### src/rtl/frq_pkg.sv
// Shared types and codes for the floor request queue.
package frq_pkg;

   // Request kinds carried in the request beat
   typedef enum logic [1:0] {
      REQ_PRESS = 2'd0,
      REQ_SERVE = 2'd1,
      REQ_CLEAR = 2'd2,
      REQ_QUERY = 2'd3
   } req_kind_type;

   // Button codes; the fourth code is not a button
   localparam logic [1:0] BTN_DOWN    = 2'd0;
   localparam logic [1:0] BTN_UP      = 2'd1;
   localparam logic [1:0] BTN_INSIDE  = 2'd2;
   localparam logic [1:0] BTN_INVALID = 2'd3;

   localparam int REQ_DATA_W = 8;
   localparam int RSP_DATA_W = 16;

   // Controller states
   typedef enum logic [1:0] {
      ST_IDLE,
      ST_APPLY,
      ST_SCAN,
      ST_FINISH
   } frq_state_type;

   // Controller to datapath commands
   typedef struct packed {
      logic load;    // capture the request beat
      logic apply;   // update call bits or clear everything
      logic step;    // examine one queue slot
      logic finish;  // load the response register
   } frq_cmd_type;

   // Datapath to controller status
   typedef struct packed {
      logic need_scan;  // request walks the queue
      logic step_last;  // current slot ends the walk
      logic out_free;   // response register can take a new beat
   } frq_status_type;

endpackage

### src/rtl/frq_ctrl.sv
// Controller state machine sequencing one request through the datapath.
module frq_ctrl (
   input  logic                    clock,
   input  logic                    reset,
   input  logic                    req_tvalid,
   output logic                    req_tready,
   input  frq_pkg::frq_status_type status,
   output frq_pkg::frq_cmd_type    cmd
);
   import frq_pkg::*;

   frq_state_type state_ff;
   frq_state_type state_in;

   // State register
   always_ff @(posedge clock) begin
      if (reset) begin
         state_ff <= ST_IDLE;
      end else begin
         state_ff <= state_in;
      end
   end

   // Next state and commands
   always_comb begin
      state_in   = state_ff;
      cmd        = '0;
      req_tready = 1'b0;
      unique case (state_ff)
         ST_IDLE: begin
            req_tready = !reset;
            if (req_tvalid && req_tready) begin
               cmd.load = 1'b1;
               state_in = ST_APPLY;
            end
         end
         ST_APPLY: begin
            cmd.apply = 1'b1;
            state_in  = status.need_scan ? ST_SCAN : ST_FINISH;
         end
         ST_SCAN: begin
            cmd.step = 1'b1;
            if (status.step_last) begin
               state_in = ST_FINISH;
            end
         end
         ST_FINISH: begin
            if (status.out_free) begin
               cmd.finish = 1'b1;
               state_in   = ST_IDLE;
            end
         end
         default: begin
            state_in = ST_IDLE;
         end
      endcase
   end

   // A response is loaded only into a free output register
   a_finish_free: assert property (@(posedge clock) disable iff (reset)
      cmd.finish |-> status.out_free)
      else $error("response loaded while output register busy");

   // Every accepted beat is followed by its apply step
   a_load_apply: assert property (@(posedge clock) disable iff (reset)
      cmd.load |=> cmd.apply)
      else $error("accepted beat not applied");

endmodule

### src/rtl/frq_datapath.sv
// Datapath: queue slots, call button table, slot walker and response register.
module frq_datapath #(
   parameter int FLOORS = 4
) (
   input  logic                                clock,
   input  logic                                reset,
   input  logic [frq_pkg::REQ_DATA_W-1:0]      req_tdata,
   output logic                                rsp_tvalid,
   input  logic                                rsp_tready,
   output logic [frq_pkg::RSP_DATA_W-1:0]      rsp_tdata,
   input  frq_pkg::frq_cmd_type                cmd,
   output frq_pkg::frq_status_type             status
);
   import frq_pkg::*;

   localparam int IDX_W = (FLOORS > 1) ? $clog2(FLOORS) : 1;
   localparam logic [IDX_W-1:0] LAST_SLOT = IDX_W'(FLOORS - 1);

   // Queue slots, call table and captured request
   logic [FLOORS-1:0]          q_valid_ff, q_valid_in;
   logic [FLOORS-1:0][1:0]     q_floor_ff, q_floor_in;
   logic [FLOORS-1:0][2:0]     call_ff, call_in;
   req_kind_type               kind_ff;
   logic [1:0]                 floor_ff;
   logic [1:0]                 button_ff;
   logic [IDX_W-1:0]           idx_ff, idx_in;
   logic                       rsp_valid_ff;
   logic [RSP_DATA_W-1:0]      rsp_data_ff;

   logic [IDX_W-1:0]           fidx;
   logic                       f_ok;
   logic                       btn_ok;
   logic                       cur_v;
   logic                       match;
   logic [2:0]                 mask;
   logic [RSP_DATA_W-1:0]      rsp_word;

   assign fidx   = IDX_W'(floor_ff);
   assign f_ok   = int'(floor_ff) < FLOORS;
   assign btn_ok = button_ff != BTN_INVALID;
   assign cur_v  = q_valid_ff[idx_ff];
   assign match  = cur_v && (q_floor_ff[idx_ff] == floor_ff);

   // Status toward the controller
   assign status.need_scan = f_ok && ((kind_ff == REQ_PRESS && btn_ok) ||
                                      kind_ff == REQ_SERVE);
   assign status.step_last = match || !cur_v || (idx_ff == LAST_SLOT);
   assign status.out_free  = !rsp_valid_ff || rsp_tready;

   // Next state of the queue, call table and slot walker
   always_comb begin
      q_valid_in = q_valid_ff;
      q_floor_in = q_floor_ff;
      call_in    = call_ff;
      idx_in     = idx_ff;
      if (cmd.load) begin
         idx_in = '0;
      end
      if (cmd.apply) begin
         if (kind_ff == REQ_CLEAR) begin
            q_valid_in = '0;
            q_floor_in = '0;
            call_in    = '0;
         end else if (kind_ff == REQ_PRESS && f_ok && btn_ok) begin
            call_in[fidx] = call_ff[fidx] | (3'b001 << button_ff);
         end else if (kind_ff == REQ_SERVE && f_ok) begin
            call_in[fidx] = '0;
         end
      end
      if (cmd.step) begin
         if (kind_ff == REQ_PRESS) begin
            // append in the first empty slot unless already queued
            if (!cur_v) begin
               q_valid_in[idx_ff] = 1'b1;
               q_floor_in[idx_ff] = floor_ff;
            end
         end else if (match) begin
            // drop the served slot and shift later slots forward
            for (int j = 0; j < FLOORS - 1; j++) begin
               if (j >= int'(idx_ff)) begin
                  q_valid_in[j] = q_valid_ff[j + 1];
                  q_floor_in[j] = q_floor_ff[j + 1];
               end
            end
            q_valid_in[FLOORS-1] = 1'b0;
            q_floor_in[FLOORS-1] = '0;
         end
         if (!status.step_last) begin
            idx_in = idx_ff + 1'b1;
         end
      end
   end

   // Control state with reset
   always_ff @(posedge clock) begin
      if (reset) begin
         q_valid_ff   <= '0;
         q_floor_ff   <= '0;
         call_ff      <= '0;
         rsp_valid_ff <= 1'b0;
      end else begin
         q_valid_ff <= q_valid_in;
         q_floor_ff <= q_floor_in;
         call_ff    <= call_in;
         if (cmd.finish) begin
            rsp_valid_ff <= 1'b1;
         end else if (rsp_tready) begin
            rsp_valid_ff <= 1'b0;
         end
      end
   end

   // Payload registers: request capture, walker index, response beat
   always_ff @(posedge clock) begin
      idx_ff <= idx_in;
      if (cmd.load) begin
         kind_ff   <= req_kind_type'(req_tdata[1:0]);
         floor_ff  <= req_tdata[3:2];
         button_ff <= req_tdata[5:4];
      end
      if (cmd.finish) begin
         rsp_data_ff <= rsp_word;
      end
   end

   // Assemble the response from the state after the step
   always_comb begin
      mask     = f_ok ? call_ff[fidx] : 3'b000;
      rsp_word = '0;
      rsp_word[0]   = !q_valid_ff[0];
      rsp_word[1]   = q_valid_ff[0];
      rsp_word[3:2] = q_valid_ff[0] ? q_floor_ff[0] : 2'd0;
      rsp_word[4]   = mask != 3'b000;
      rsp_word[7:5] = mask;
      rsp_word[8]   = kind_ff == REQ_CLEAR;
   end

   assign rsp_tvalid = rsp_valid_ff;
   assign rsp_tdata  = rsp_data_ff;

   // The queue stays packed toward slot zero
   for (genvar g = 0; g < FLOORS - 1; g++) begin : g_packed
      a_packed: assert property (@(posedge clock) disable iff (reset)
         !q_valid_ff[g] |-> !q_valid_ff[g + 1])
         else $error("queue slot %0d empty ahead of a filled slot", g);
   end

   // Clear-all leaves the queue empty
   a_clear_empty: assert property (@(posedge clock) disable iff (reset)
      (cmd.apply && kind_ff == REQ_CLEAR) |=> (q_valid_ff == '0))
      else $error("queue not empty after clear-all");

   // A response with all lamps off reports an empty queue
   a_off_empty: assert property (@(posedge clock) disable iff (reset)
      (rsp_tvalid && rsp_tdata[8]) |-> rsp_tdata[0])
      else $error("lamps off reported with a nonempty queue");

endmodule

### src/rtl/floor_request_queue_unit.sv
// Top level of the floor request queue: controller plus datapath.
//
// Request channel (req_): one beat per event: button press, floor served,
// clear all or status query. Response channel (rsp_): exactly one beat per
// request, in order, giving the queue head, the request floor's call lamps
// and whether the request was a clear-all, which switches all lamps off.
// One request is worked on at a time. A clear-all or query passes from the
// accepting state through the apply and finish states; a valid press or
// serve also passes through the scan state, where the slot walker examines
// k queue slots (1 to FLOORS), one per cycle, to find a duplicate, a free
// slot or the served floor. A served slot and all later ones shift forward
// together.
// The response sits in an output register, so the next request is taken as
// soon as the previous one is loaded there. If the receiver stalls, the
// held response blocks only the final step of the following request.
// Reset empties the queue, clears every call bit and drops any pending
// response; req_tready is low during reset and rises once it is released.
module floor_request_queue_unit #(
   parameter int FLOORS = 4
) (
   input  logic                                clock,
   input  logic                                reset,
   // req_tdata: [1:0] req_type, [3:2] floor, [5:4] button, [7:6] zero
   input  logic                                req_tvalid,
   output logic                                req_tready,
   input  logic [frq_pkg::REQ_DATA_W-1:0]      req_tdata,
   // rsp_tdata: [0] queue_empty, [1] head_valid, [3:2] head_floor,
   //            [4] floor_has_calls, [7:5] lamp_mask, [8] lamps_all_off,
   //            [15:9] zero
   output logic                                rsp_tvalid,
   input  logic                                rsp_tready,
   output logic [frq_pkg::RSP_DATA_W-1:0]      rsp_tdata
);
   import frq_pkg::*;

   frq_cmd_type    cmd;
   frq_status_type status;

   // Sequencer
   frq_ctrl u_ctrl (
      .clock      (clock),
      .reset      (reset),
      .req_tvalid (req_tvalid),
      .req_tready (req_tready),
      .status     (status),
      .cmd        (cmd)
   );

   // Queue, call table and response register
   frq_datapath #(
      .FLOORS (FLOORS)
   ) u_datapath (
      .clock      (clock),
      .reset      (reset),
      .req_tdata  (req_tdata),
      .rsp_tvalid (rsp_tvalid),
      .rsp_tready (rsp_tready),
      .rsp_tdata  (rsp_tdata),
      .cmd        (cmd),
      .status     (status)
   );

endmodule
### config.mk
export PLATFORM = sky130hd
export DESIGN_NAME = floor_request_queue_unit
export DESIGN_NICKNAME = d
export VERILOG_FILES = /design/src/rtl/frq_pkg.sv /design/src/rtl/frq_ctrl.sv /design/src/rtl/frq_datapath.sv /design/src/rtl/floor_request_queue_unit.sv
export SDC_FILE = /design/constraint.sdc
export NUM_CORES = 1
export LEC_CHECK = 0
export BUFFER_PORTS_ARGS = -buffer_cell sky130_fd_sc_hd__buf_2
export CORE_ASPECT_RATIO = 0.6
export CORE_MARGIN = 4
export CORE_UTILIZATION = 50
export CTS_CLUSTER_SIZE = 25
export DETAILED_ROUTE_END_ITERATION = 7
export PLACE_DENSITY_LB_ADDON = 0.08
export RECOVER_POWER = 25
export REMOVE_ABC_BUFFERS = 1
export SLEW_MARGIN = 20
export SYNTH_ARGS = -nofsm -noshare
export SYNTH_HDL_FRONTEND = slang
export SYNTH_SLANG_ARGS = --single-unit
### constraint.sdc
create_clock -name clock -period 2.4 [get_ports clock]
set_clock_uncertainty 0.15 [all_clocks]
set_input_delay 0 -clock clock [delete_from_list [all_inputs] [get_ports clock]]
set_output_delay 0 -clock clock [all_outputs]
set_load 0.005 [all_outputs]
======== After elaboration in Yosys (flattened, before gate mapping) ========
Index checks and enable logic that the tools add are counted.
storage, ports and cells
  memories ................................ 0
  output and inout port bits .............. 18
  memory bits (writable) .................. 0
  ROM bits ................................ 0
  latch bits .............................. 0
  input bits .............................. 12
  flip-flop bits (word level) ............. 44
operators by class
  eq/ne operators ......................... 11
  bitwise operators ....................... 4
  mux-type cells .......................... 52
  reduce and logical (&&, ||, !) cells .... 20
  div/mod/pow operators ................... 0
  magnitude comparators ................... 7
  multipliers ............................. 0
  shifts and indexed selects .............. 1
  add/sub/neg operators ................... 1
operators by type and width
  kind                                                                                  count
  8-bit 2-to-1 mux                                                                      6
  12-bit 2-to-1 mux                                                                     3
  4-bit 2-to-1 mux                                                                      6
  2-bit 2-to-1 mux                                                                      11
  1-bit 2-to-1 mux                                                                      15
  12-bit AND                                                                            1
  12-bit bitwise mux                                                                    1
  12-bit inverter                                                                       1
  8-bit bitwise mux                                                                     1
  2-bit == test (second input constant)                                                 4
  2-bit case mux with 4 select lines                                                    1
  3-bit binary-select mux with 2-bit select                                             1
  3-bit demux with 2-bit select                                                         1
  2-bit by 3-bit less-than comparator with 1-bit output (second input constant)         2
  3-bit 2-to-1 mux                                                                      2
  2-bit != test (second input constant)                                                 3
  3-bit nonzero test                                                                    2
  1-bit logical AND                                                                     5
  2-bit binary-select mux with 2-bit select                                             1
  2-bit demux with 2-bit select                                                         1
  2-bit by 1-bit == test with 1-bit output (second input constant)                      2
  1-bit by 2-bit greater-or-equal comparator with 1-bit output (first input constant)   2
  2-bit by 1-bit greater-or-equal comparator with 1-bit output (second input constant)  2
  1-bit logical NOT                                                                     4
  other kinds (14)                                                                      18

======== Depth between registers and ports, before layout ========
Gate-level depths: netlist of run 1.
  word-level depth ........................ 9
  mapped depth ............................ 8
  mapped depth without buffers ............ 7

======== By module ========
From an unflattened synthesis of run 1, not the netlist that was laid out.
unflattened totals
  cells, all modules ...................... 281
  area total of the unflattened synthesis .. 2656.3 µm²
modules (own cells, without submodules)
  module        cells an instance  instances  area each (µm²)  seq. area each (µm²)
  frq_datapath  255                1          2431.1           991.0
  frq_ctrl      26                 1          225.2            40.0

======== Least setup slack after synthesis of run 1 ========
Ideal clock, no wire load.
  kind .................................... register to register
  start point ............................. register u_datapath.idx_ff[0]
  end point ............................... register u_datapath.q_valid_ff[0]
  data required time ...................... 2134 ps
  setup time .............................. 116 ps
  arrival ................................. 1878 ps
  stages on the path, launching flop included .. 7
  path slack .............................. 256 ps
  path through ............................ dfxtp_1 buf_6 mux4_2 and4_1 buf_6 o21a_1 o211a_1
between the ends
  cells in the longest elaborated chain, start to end .. 8
ends and longest elaborated chain
  element                                                                                                                                                             line                 RTL
  start, declared                                                                                                                                                     frq_datapath.sv:26   logic [IDX_W-1:0] idx_ff, idx_in;
  start signal, assigned                                                                                                                                              frq_datapath.sv:115  idx_ff <= idx_in;
  2-bit by 3-bit less-than comparator with 1-bit output (implied by the code) / 2-bit by 1-bit greater-or-equal comparator with 1-bit output (equally long branches)  frq_datapath.sv:74   q_valid_in[idx_ff] = 1'b1;
  1-bit logical AND (implied by the code)                                                                                                                             frq_datapath.sv:74
  1-bit 2-to-1 mux (implied by the code)                                                                                                                              frq_datapath.sv:74
  1-bit demux with 2-bit select                                                                                                                                       -
  4-bit OR (no line)                                                                                                                                                  -
  4-bit 2-to-1 mux                                                                                                                                                    frq_datapath.sv:73   if (!cur_v) begin
  4-bit 2-to-1 mux *                                                                                                                                                  frq_datapath.sv:71   if (kind_ff == REQ_PRESS) begin
  4-bit 2-to-1 mux *                                                                                                                                                  frq_datapath.sv:70   if (cmd.step) begin
  end signal, assigned                                                                                                                                                frq_datapath.sv:102  q_valid_ff <= q_valid_in;
  end, declared                                                                                                                                                       frq_datapath.sv:20   logic [FLOORS-1:0] q_valid_ff, q_valid_in;
Every way passes the cells marked *; elsewhere a longest branch is shown, timed or not. The select of a mux whose other input is x is not followed.
A chain may end at the register's enable or synchronous reset.

======== Worst setup path after layout of run 1 ========
  start point ............................. register u_datapath.floor_ff[0], in the netlist u_datapath.fidx[0]
  end point ............................... register u_datapath.call_ff[10] (netlist name)
RTL lines
  element                                    line                 RTL
  start, declared                            frq_datapath.sv:24   logic [1:0] floor_ff;
  start signal, assigned                     frq_datapath.sv:118  floor_ff <= req_tdata[3:2];
  3-bit binary-select mux with 2-bit select  -
  3-bit 2-to-1 mux                           -
  named net u_datapath.mask[1]               frq_datapath.sv:35   logic [2:0] mask;
  3-bit OR                                   frq_datapath.sv:65   call_in[fidx] = call_ff[fidx] | (3'b001 << button_ff);
  12-bit bitwise mux                         frq_datapath.sv:65
  12-bit 2-to-1 mux                          frq_datapath.sv:64   end else if (kind_ff == REQ_PRESS && f_ok && btn_ok) begin
  12-bit 2-to-1 mux                          frq_datapath.sv:60   if (kind_ff == REQ_CLEAR) begin
  end signal, assigned                       frq_datapath.sv:104  call_ff <= call_in;
  end, declared                              frq_datapath.sv:22   logic [FLOORS-1:0][2:0] call_ff, call_in;
The timed path passes the listed nets, and every way through them passes these cells. The select of a mux whose other input is x is not followed.

==> impl_metrics.env, run 1 <==
export IMPL_fin_crit_ns=2.20
export IMPL_antenna_cells=0
export IMPL_via_per_inst=5.77
export IMPL_hpwl_um=4890
export IMPL_powerDensity_nw_per_um2=666
export IMPL_root_buffer="clkbuf_8"
export IMPL_worstSetupStartpointType="register"
export IMPL_drv_cap=0
export IMPL_max_clock_freq_mhz=455
export IMPL_status="finished, final reports clean"
export IMPL_synth_area_um2=2710
export IMPL_syn_area_per_cell_um2=9.31
export IMPL_synth_cell_type_count=52
export IMPL_irDropWorstVdd_v=0.000385
export IMPL_wl_um=6660
export IMPL_hold_viol=0
export IMPL_die_x_um=103
export IMPL_antenna_left=0
export IMPL_worst_pin_slew_ns=0.613
export IMPL_required_ns=2.42
export IMPL_grt_pass1_vias=2165
export IMPL_cts_buffer_depth=2
export IMPL_critPathArrivalTime_ns=2.22
export IMPL_drt_iter0_markers=301
export IMPL_clkLatencyLatePin_ns=0.30
export IMPL_grt_use_total_pct=22.2
export IMPL_nNetsFinal=351
export IMPL_overflow=0
export IMPL_fin_util_pct=59.9
export IMPL_antenna_found_initial=0
export IMPL_die_h_um=65.0
export IMPL_min_path_type="input port to register"
export IMPL_initial_core_util_pct=52.5
export IMPL_cts_sinks=44
export IMPL_gp_congestion=0.882
export IMPL_clkSlewWorstSetupHoldPaths_ns=0.10
export IMPL_path_class="register to register"
export IMPL_synth_async_sr_flop_share_pct=0
export IMPL_port_buffers=20
export IMPL_ys_seq_elements=44
export IMPL_synth_edf_count=15
export IMPL_whs_ns=0.0414
export IMPL_rows=20
export IMPL_power_leakage_uw=0.00114
export IMPL_syn2layout_area_growth_pct=14.0
export IMPL_setup_violations=0
export IMPL_io_pins=30
export IMPL_synth_flop_cell="dfxtp_1"
export IMPL_wire_per_inst_um=16.8
export IMPL_dr_pass1_iters=4
export IMPL_drc=0
export IMPL_fp_dieArea_um2=6700
export IMPL_layout_drive_gt1_share_pct=17.3
export IMPL_h_tree_depth=2
export IMPL_seq_area_frac_synth_pct=38.1
export IMPL_cts_buffers=5
export IMPL_cp_max_fo=12
export IMPL_ys_warn_count=0
export IMPL_relSlewSlack_pct=58.5
export IMPL_rsz0062_at_grt="no"
export IMPL_grt_pass1_wl_um=11400
export IMPL_core_um2=5150
export IMPL_critPathCaptureType="register"
export IMPL_cts_tree="done"
export IMPL_route_vias_total=2285
export IMPL_maxSlewViolCount=0
export IMPL_setup_tns_ns=0
export IMPL_timing_final_crit_share_pct=91.6
export IMPL_grt_max_degree=35
export IMPL_syn_instance_count=291
## synthesized netlist by cell type (2+ instances only)
| master | instances | share of area, % |
|---|---|---|
| o21ai_0 | 19 | 3.5 |
| a21o_1 | 8 | 2.2 |
| mux4_2 | 4 | 3.3 |
| a21oi_1 | 19 | 3.5 |
| nor2_1 | 16 | 2.2 |
| a22oi_1 | 5 | 1.4 |
| nand2b_1 | 6 | 1.4 |
| nor3_1 | 6 | 1.1 |
| or3_1 | 2 | 0.46 |
| buf_6 | 3 | 1.2 |
| o21a_1 | 3 | 0.83 |
| or3b_2 | 3 | 0.97 |
| buf_4 | 7 | 1.9 |
| clkbuf_1 | 9 | 1.2 |
| nand3_1 | 9 | 1.7 |
| nand4_1 | 2 | 0.46 |
| nor2b_1 | 6 | 1.4 |
| nand3b_1 | 6 | 1.7 |
| xor2_1 | 4 | 1.3 |
| o2111ai_1 | 2 | 0.65 |
| dfxtp_1 | 29 | 21 |
| and2_1 | 5 | 1.2 |
| buf_2 | 3 | 0.55 |
| nor3b_1 | 5 | 1.4 |
| o211ai_1 | 8 | 2.2 |
| ha_1 | 10 | 4.6 |
| a221oi_1 | 2 | 0.65 |
| nand2_1 | 19 | 2.6 |
| or2_2 | 3 | 0.69 |
| o211a_1 | 4 | 1.5 |
| inv_1 | 14 | 1.9 |
| and3b_1 | 2 | 0.65 |
| mux2i_1 | 13 | 4.8 |
| a32oi_1 | 3 | 0.97 |
| edfxtp_1 | 15 | 17 |
## repair_timing
item	CTS	global route
setup buffers	0	2
endpoints found under the hold margin	8	0
hold buffers	8	0
endpoints found under the setup margin	0	6
resized for setup	0	2
## layout make-up
| type | count | area, um2 |
|---|---|---|
| fillers | 437 | 2070 |
| multi-input cells | 217 | 1510 |
| flip-flops and latches | 44 | 1030 |
| repair buffers | 47 | 313 |
| well taps | 66 | 82.6 |
| clock buffers | 5 | 68.8 |
| inverters | 14 | 52.6 |
| clock inverters | 3 | 26.3 |
## worst paths after layout
path / from / endpoint / slack [ns] / cells past startpoint
setup reg to reg: u_datapath.fidx[0]$_DFFE_PP_ / u_datapath.call_ff[10]$_SDFFE_PP0P_ / 0.20 / 5
hold reg to reg: u_datapath.call_ff[7]$_SDFFE_PP0P_ / u_datapath.call_ff[7]$_SDFFE_PP0P_ / 0.32 / 2
setup / recovery: u_datapath.fidx[0]$_DFFE_PP_ / u_datapath.call_ff[10]$_SDFFE_PP0P_ / 0.20 / 5
hold / removal: reset / u_datapath.call_ff[11]$_SDFFE_PP0P_ / 0.04 / 2
## state kept, by name, indices dropped and copies added (netlist names)
register and cells:
u_datapath.rsp_tdata 9, u_datapath.kind_ff 2, u_datapath.q_floor_ff 8, u_datapath.rsp_tvalid 1, u_datapath.q_valid_ff 4, u_datapath.button_ff 2
u_datapath.idx_ff 2, u_datapath.call_ff 12, u_datapath.fidx 2, u_ctrl.state_ff 2
## placed cells by master, fill, tap and decap left out, types with 4 or more instances in the layout
cell type / synthesis / layout
nor3_1: 6 / 6
dfxtp_1: 29 / 28
clkbuf_1: 9 / 5
edfxtp_1: 15 / 15
mux2i_1: 13 / 13
conb_1: 1 / 7
o21ai_0: 19 / 19
dlygate4sd3_1: 0 / 8
o211ai_1: 8 / 8
buf_4: 7 / 18
buf_2: 3 / 15
nand3_1: 9 / 9
a22oi_1: 5 / 5
nand2_1: 19 / 19
o211a_1: 4 / 4
a21o_1: 8 / 8
nor2_1: 16 / 16
a21oi_1: 19 / 19
mux4_2: 4 / 4
clkbuf_8: 0 / 5
nor2b_1: 6 / 6
nand2b_1: 6 / 6
xor2_1: 4 / 4
ha_1: 10 / 10
and2_1: 5 / 4
nor3b_1: 5 / 5
inv_1: 14 / 14
nand3b_1: 6 / 6
## metal layers
layer | GRT usage (%) | wire (um)
met1 | 36.6 | 3430
met2 | 27.9 | 2500
met3 | 5.16 | 688
met4 | 5.33 | 38
met5 | 0 | 0
## stage by stage
stage / std cells / cell area [um2] / setup slack, ns / power (uW)
4_1_cts: 394 / 3080 / 0.144 / 2060
3_5_place_dp: 378 / 2910 / 0.167 / 1550
2_1_floorplan: 275 / 2600 / 0.162 / 1320
3_3_place_gp: 378 / 2910 / 0.191 / 1550
5_1_grt: 396 / 3090 / 0.0550 / 2200
6_report: 396 / 3090 / 0.201 / 2060
## kinds of logic (layout without fill, tap and decap cells)
kind of cell               count (synthesis)  after routing  synth area share, %
adders and majority gates                 10             10                 4.62
DFF                                       44             44                 38.1
AOI/OAI and AO/OA                         82             82                 20.5
and+or+nand+nor                           97             97                 20.3
other                                      1              7                0.138
buffers and inverters                     36             69                 6.93
muxes                                     17             17                 8.13
xor gates and xnor gates                   4              4                 1.29
## report_power, final
part           switching [uW]  internal (uW)
registers                76.7            838
logic                     376            266
clock network             284            214
## critical path, stage by stage, from the launching register on
cell and delay, ns:
edfxtp_1 0.74, mux4_2 0.65, mux2i_1 0.17, nor2_1 0.09, a22oi_1 0.20, nor2_1 0.06
(Power assumes the default switching activity.)
==> run 2, diff against run 1 <==
Settings changed: ABC_AREA set to 1.
==> run 2 against run 1 <==
Clock-buffer cell count increased by 1. Maximum frequency up 8.8%. Combinational power about the same.
==> impl_metrics.env, run 2 <==
export IMPL_status="finished, final reports clean"
export IMPL_io_pins=30
export IMPL_die_x_um=101
export IMPL_drv_cap=0
export IMPL_drt_iter0_markers=176
export IMPL_path_class="register to register"
export IMPL_maxSlewViolCount=0
export IMPL_relSlewSlack_pct=62.9
export IMPL_wl_um=6110
export IMPL_clkLatencyLatePin_ns=0.30
export IMPL_multiInputGateArea_um2=1310
export IMPL_setup_violations=0
export IMPL_irDropWorstVdd_v=0.000518
export IMPL_path_cells="inv_8 -> nand2_2 -> nand3_1 -> nand2_1 -> nand2_1 -> nand2_2 -> nand3_2 -> o21ai_0 -> nand2_1 -> a21oi_1"
export IMPL_overflow=0
export IMPL_p_switching_uw=758
export IMPL_power_leakage_uw=0.00133
export IMPL_synthTopCellsByCount="nand2_1 (115), a21oi_1 (35), inv_1 (35)"
export IMPL_cts_buffer_depth=2
export IMPL_fin_util_pct=58.2
export IMPL_layout_drive_gt1_share_pct=13.6
export IMPL_ys_warn_count=0
export IMPL_core_um2=5050
export IMPL_ys_top_cells_by_area="dfxtp_1 (22%), edfxtp_1 (17%), nand2_1 (16%)"
export IMPL_internal_power_uw=1320
export IMPL_largest_reg_flops=12
export IMPL_worstHoldEndpoint="u_datapath.button_ff[0]$_DFFE_PP_"
export IMPL_via_per_inst=5.15
export IMPL_wire_per_inst_um=13.2
export IMPL_nNetsFinal=418
export IMPL_p_clk_share_pct=23.6
export IMPL_syn_instance_count=364
export IMPL_worstSetupStartpointType="register"
export IMPL_required_ns=2.49
export IMPL_ys_seq_elements=44
export IMPL_cp_max_fo=11
export IMPL_hpwl_um=4560
export IMPL_ctsResizeCount=0
export IMPL_rsz0062_at_grt="no"
export IMPL_h_tree_depth=2
export IMPL_rows=20
export IMPL_p_seq_share_pct=45.2
export IMPL_route_vias_total=2385
export IMPL_grt_pass1_vias=2089
export IMPL_reg2reg_to="u_datapath.q_floor_ff[3]$_SDFF_PP0_"
export IMPL_seq_area_frac_synth_pct=39.3
export IMPL_max_clock_freq_mhz=495
export IMPL_worstSetupPathDepth=10
export IMPL_timing_final_crit_share_pct=84.2
export IMPL_min_path_type="input port to register"
export IMPL_initial_core_util_pct=51.9
export IMPL_yosysTopAreaCellShare_pct=22.1
export IMPL_grt_max_degree=19
export IMPL_yosysMostFrequentCell="nand2_1"
export IMPL_setup_tns_ns=0
export IMPL_n_fill_cell=472
export IMPL_worstHoldPathCells=2
export IMPL_antenna_left=0
export IMPL_regToRegSetupSlack_ns=0.38
export IMPL_cts_tree="done"
export IMPL_regArea_um2=1030
export IMPL_antenna_found_initial=0
export IMPL_hold_start="req_tdata[4]"
export IMPL_hold_viol=0
export IMPL_path_buf_inv=1
export IMPL_crit_slowest_cell="dfxtp_1"
export IMPL_final_common_cell="nand2_1"
export IMPL_critPathCaptureType="register"
export IMPL_postCtsSetupBuffers=0
export IMPL_antenna_cells=0
export IMPL_die_h_um=64.1
export IMPL_synth_area_um2=2620
export IMPL_fin_crit_ns=2.02
export IMPL_worst_pin_slew_ns=0.556
export IMPL_syn_area_per_cell_um2=7.20
export IMPL_reg2reg_depth=10
export IMPL_cp_common_cell="nand2_1"
export IMPL_crit_family="simple AND/OR/NAND/NOR gates"
export IMPL_critPathArrivalTime_ns=2.11
export IMPL_top_register="u_datapath.call_ff"
export IMPL_cts_sinks=44
export IMPL_r2r_start="u_datapath.idx_ff[0]$_DFF_P_"
export IMPL_root_buffer="clkbuf_8"
export IMPL_powerDensity_nw_per_um2=704
export IMPL_grt_pass1_wl_um=10300
export IMPL_fp_dieArea_um2=6510
export IMPL_gp_congestion=0.918
export IMPL_final_cell_mix="nand2_1 (115), inv_1 (35), a21oi_1 (35), dfxtp_1 (29), nand3_1 (22)"
export IMPL_synth_async_sr_flop_share_pct=0
export IMPL_synth_edf_count=15
export IMPL_clkSlewWorstSetupHoldPaths_ns=0.09
export IMPL_p_comb_share_pct=31.2
export IMPL_switching_share_pct=36.6
export IMPL_dr_pass1_iters=5
export IMPL_yosys_area_top_type="dfxtp_1"
export IMPL_port_buffers=20
export IMPL_cts_buffers=5
export IMPL_synth_flop_cell="dfxtp_1"
export IMPL_synth_cell_type_count=35
export IMPL_syn2layout_area_growth_pct=12.3
export IMPL_critPathMaxStageDelay_ns=0.68
export IMPL_drc=0
export IMPL_grt_use_total_pct=20.3
==> run 2: worst max-delay path by stage <==
| stage | startpoint | endpoint | slack, ns |
|---|---|---|---|
| floorplan | u_datapath.kind_ff[0]$_DFFE_PP_ | u_datapath.call_ff[5]$_SDFFE_PP0P_ | 0.62 |
| global placement | u_datapath.idx_ff[0]$_DFF_P_ | u_datapath.q_floor_ff[3]$_SDFF_PP0_ | 0.40 |
| detailed placement | u_datapath.idx_ff[0]$_DFF_P_ | u_datapath.q_floor_ff[3]$_SDFF_PP0_ | 0.40 |
| CTS | u_datapath.idx_ff[0]$_DFF_P_ | u_datapath.q_floor_ff[3]$_SDFF_PP0_ | 0.39 |
| global route | u_ctrl.state_ff[1]$_SDFFE_PP0P_ | u_datapath.q_floor_ff[0]$_SDFF_PP0_ | 0.14 |
| finish | u_datapath.idx_ff[0]$_DFF_P_ | u_datapath.q_floor_ff[3]$_SDFF_PP0_ | 0.38 |
==> run 2: what timing repair did <==
| action | CTS | global route |
|---|---|---|
| endpoints found under the hold margin | 17 | 0 |
| endpoints found under the setup margin | 0 | 0 |
| hold buffers | 9 | 0 |
==> run 2: stage by stage <==
stage	power, uW	cells	setup slack, ns	cell area [um2]	hold WS (ns)
after floorplan	1410	354	0.618	2530	-0.111
after global placement	1580	446	0.404	2760	0.0260
after detailed placement	1580	446	0.396	2760	0.0281
after CTS	2070	463	0.386	2950	0.261
after global routing	2220	463	0.141	2940	0.270
final	2070	463	0.379	2940	0.263
==> run 2: cell families (layout without fill, tap and decap cells) <==
| kind of cell | Yosys count | after routing | share of synthesized area [%] |
|---|---|---|---|
| other | 1 | 7 | 0.143 |
| and+or+nand+nor | 171 | 171 | 28.9 |
| DFF | 44 | 44 | 39.3 |
| adders and majority gates | 10 | 10 | 4.77 |
| buffers and inverters | 64 | 91 | 11.5 |
| AOI/OAI and AO/OA | 74 | 74 | 15.5 |
==> run 2: metal layers <==
layer | GRT usage, % | wire (um) | part of all wire (%)
met3 | 4.47 | 636 | 10
met5 | 0 | 0 | 0
met1 | 33.4 | 3190 | 52
met4 | 4.15 | 35 | 0.57
met2 | 26.1 | 2250 | 37
==> run 2: final cells by class <==
cell class                 count  area share, %
inverter                      48           6.46
clock inverter                 2          0.340
sequential                    44           35.0
clock buffer                   6           2.80
timing repair buffer          35           7.95
tap                           66           2.80
multi-input combinational    262           44.6
==> run 2: power by group through the flow <==
stage | Combinational (uW) | Sequential (uW) | Clock, uW
after global routing | 748 | 949 | 526
after detailed placement | 629 | 953 | 0
after global placement | 623 | 952 | 0
final | 646 | 937 | 490
after floorplan | 485 | 925 | 0
after CTS | 643 | 937 | 493
==> run 2: worst register-to-register path: cells and delay by family (launching register included) <==
kind / cells / cell delay (ns)
AND/OR/NAND/NOR: 7 / 0.72
flip-flops: 1 / 0.68
AO/OA/AOI/OAI: 2 / 0.33
buffers and inverters: 1 / 0.08
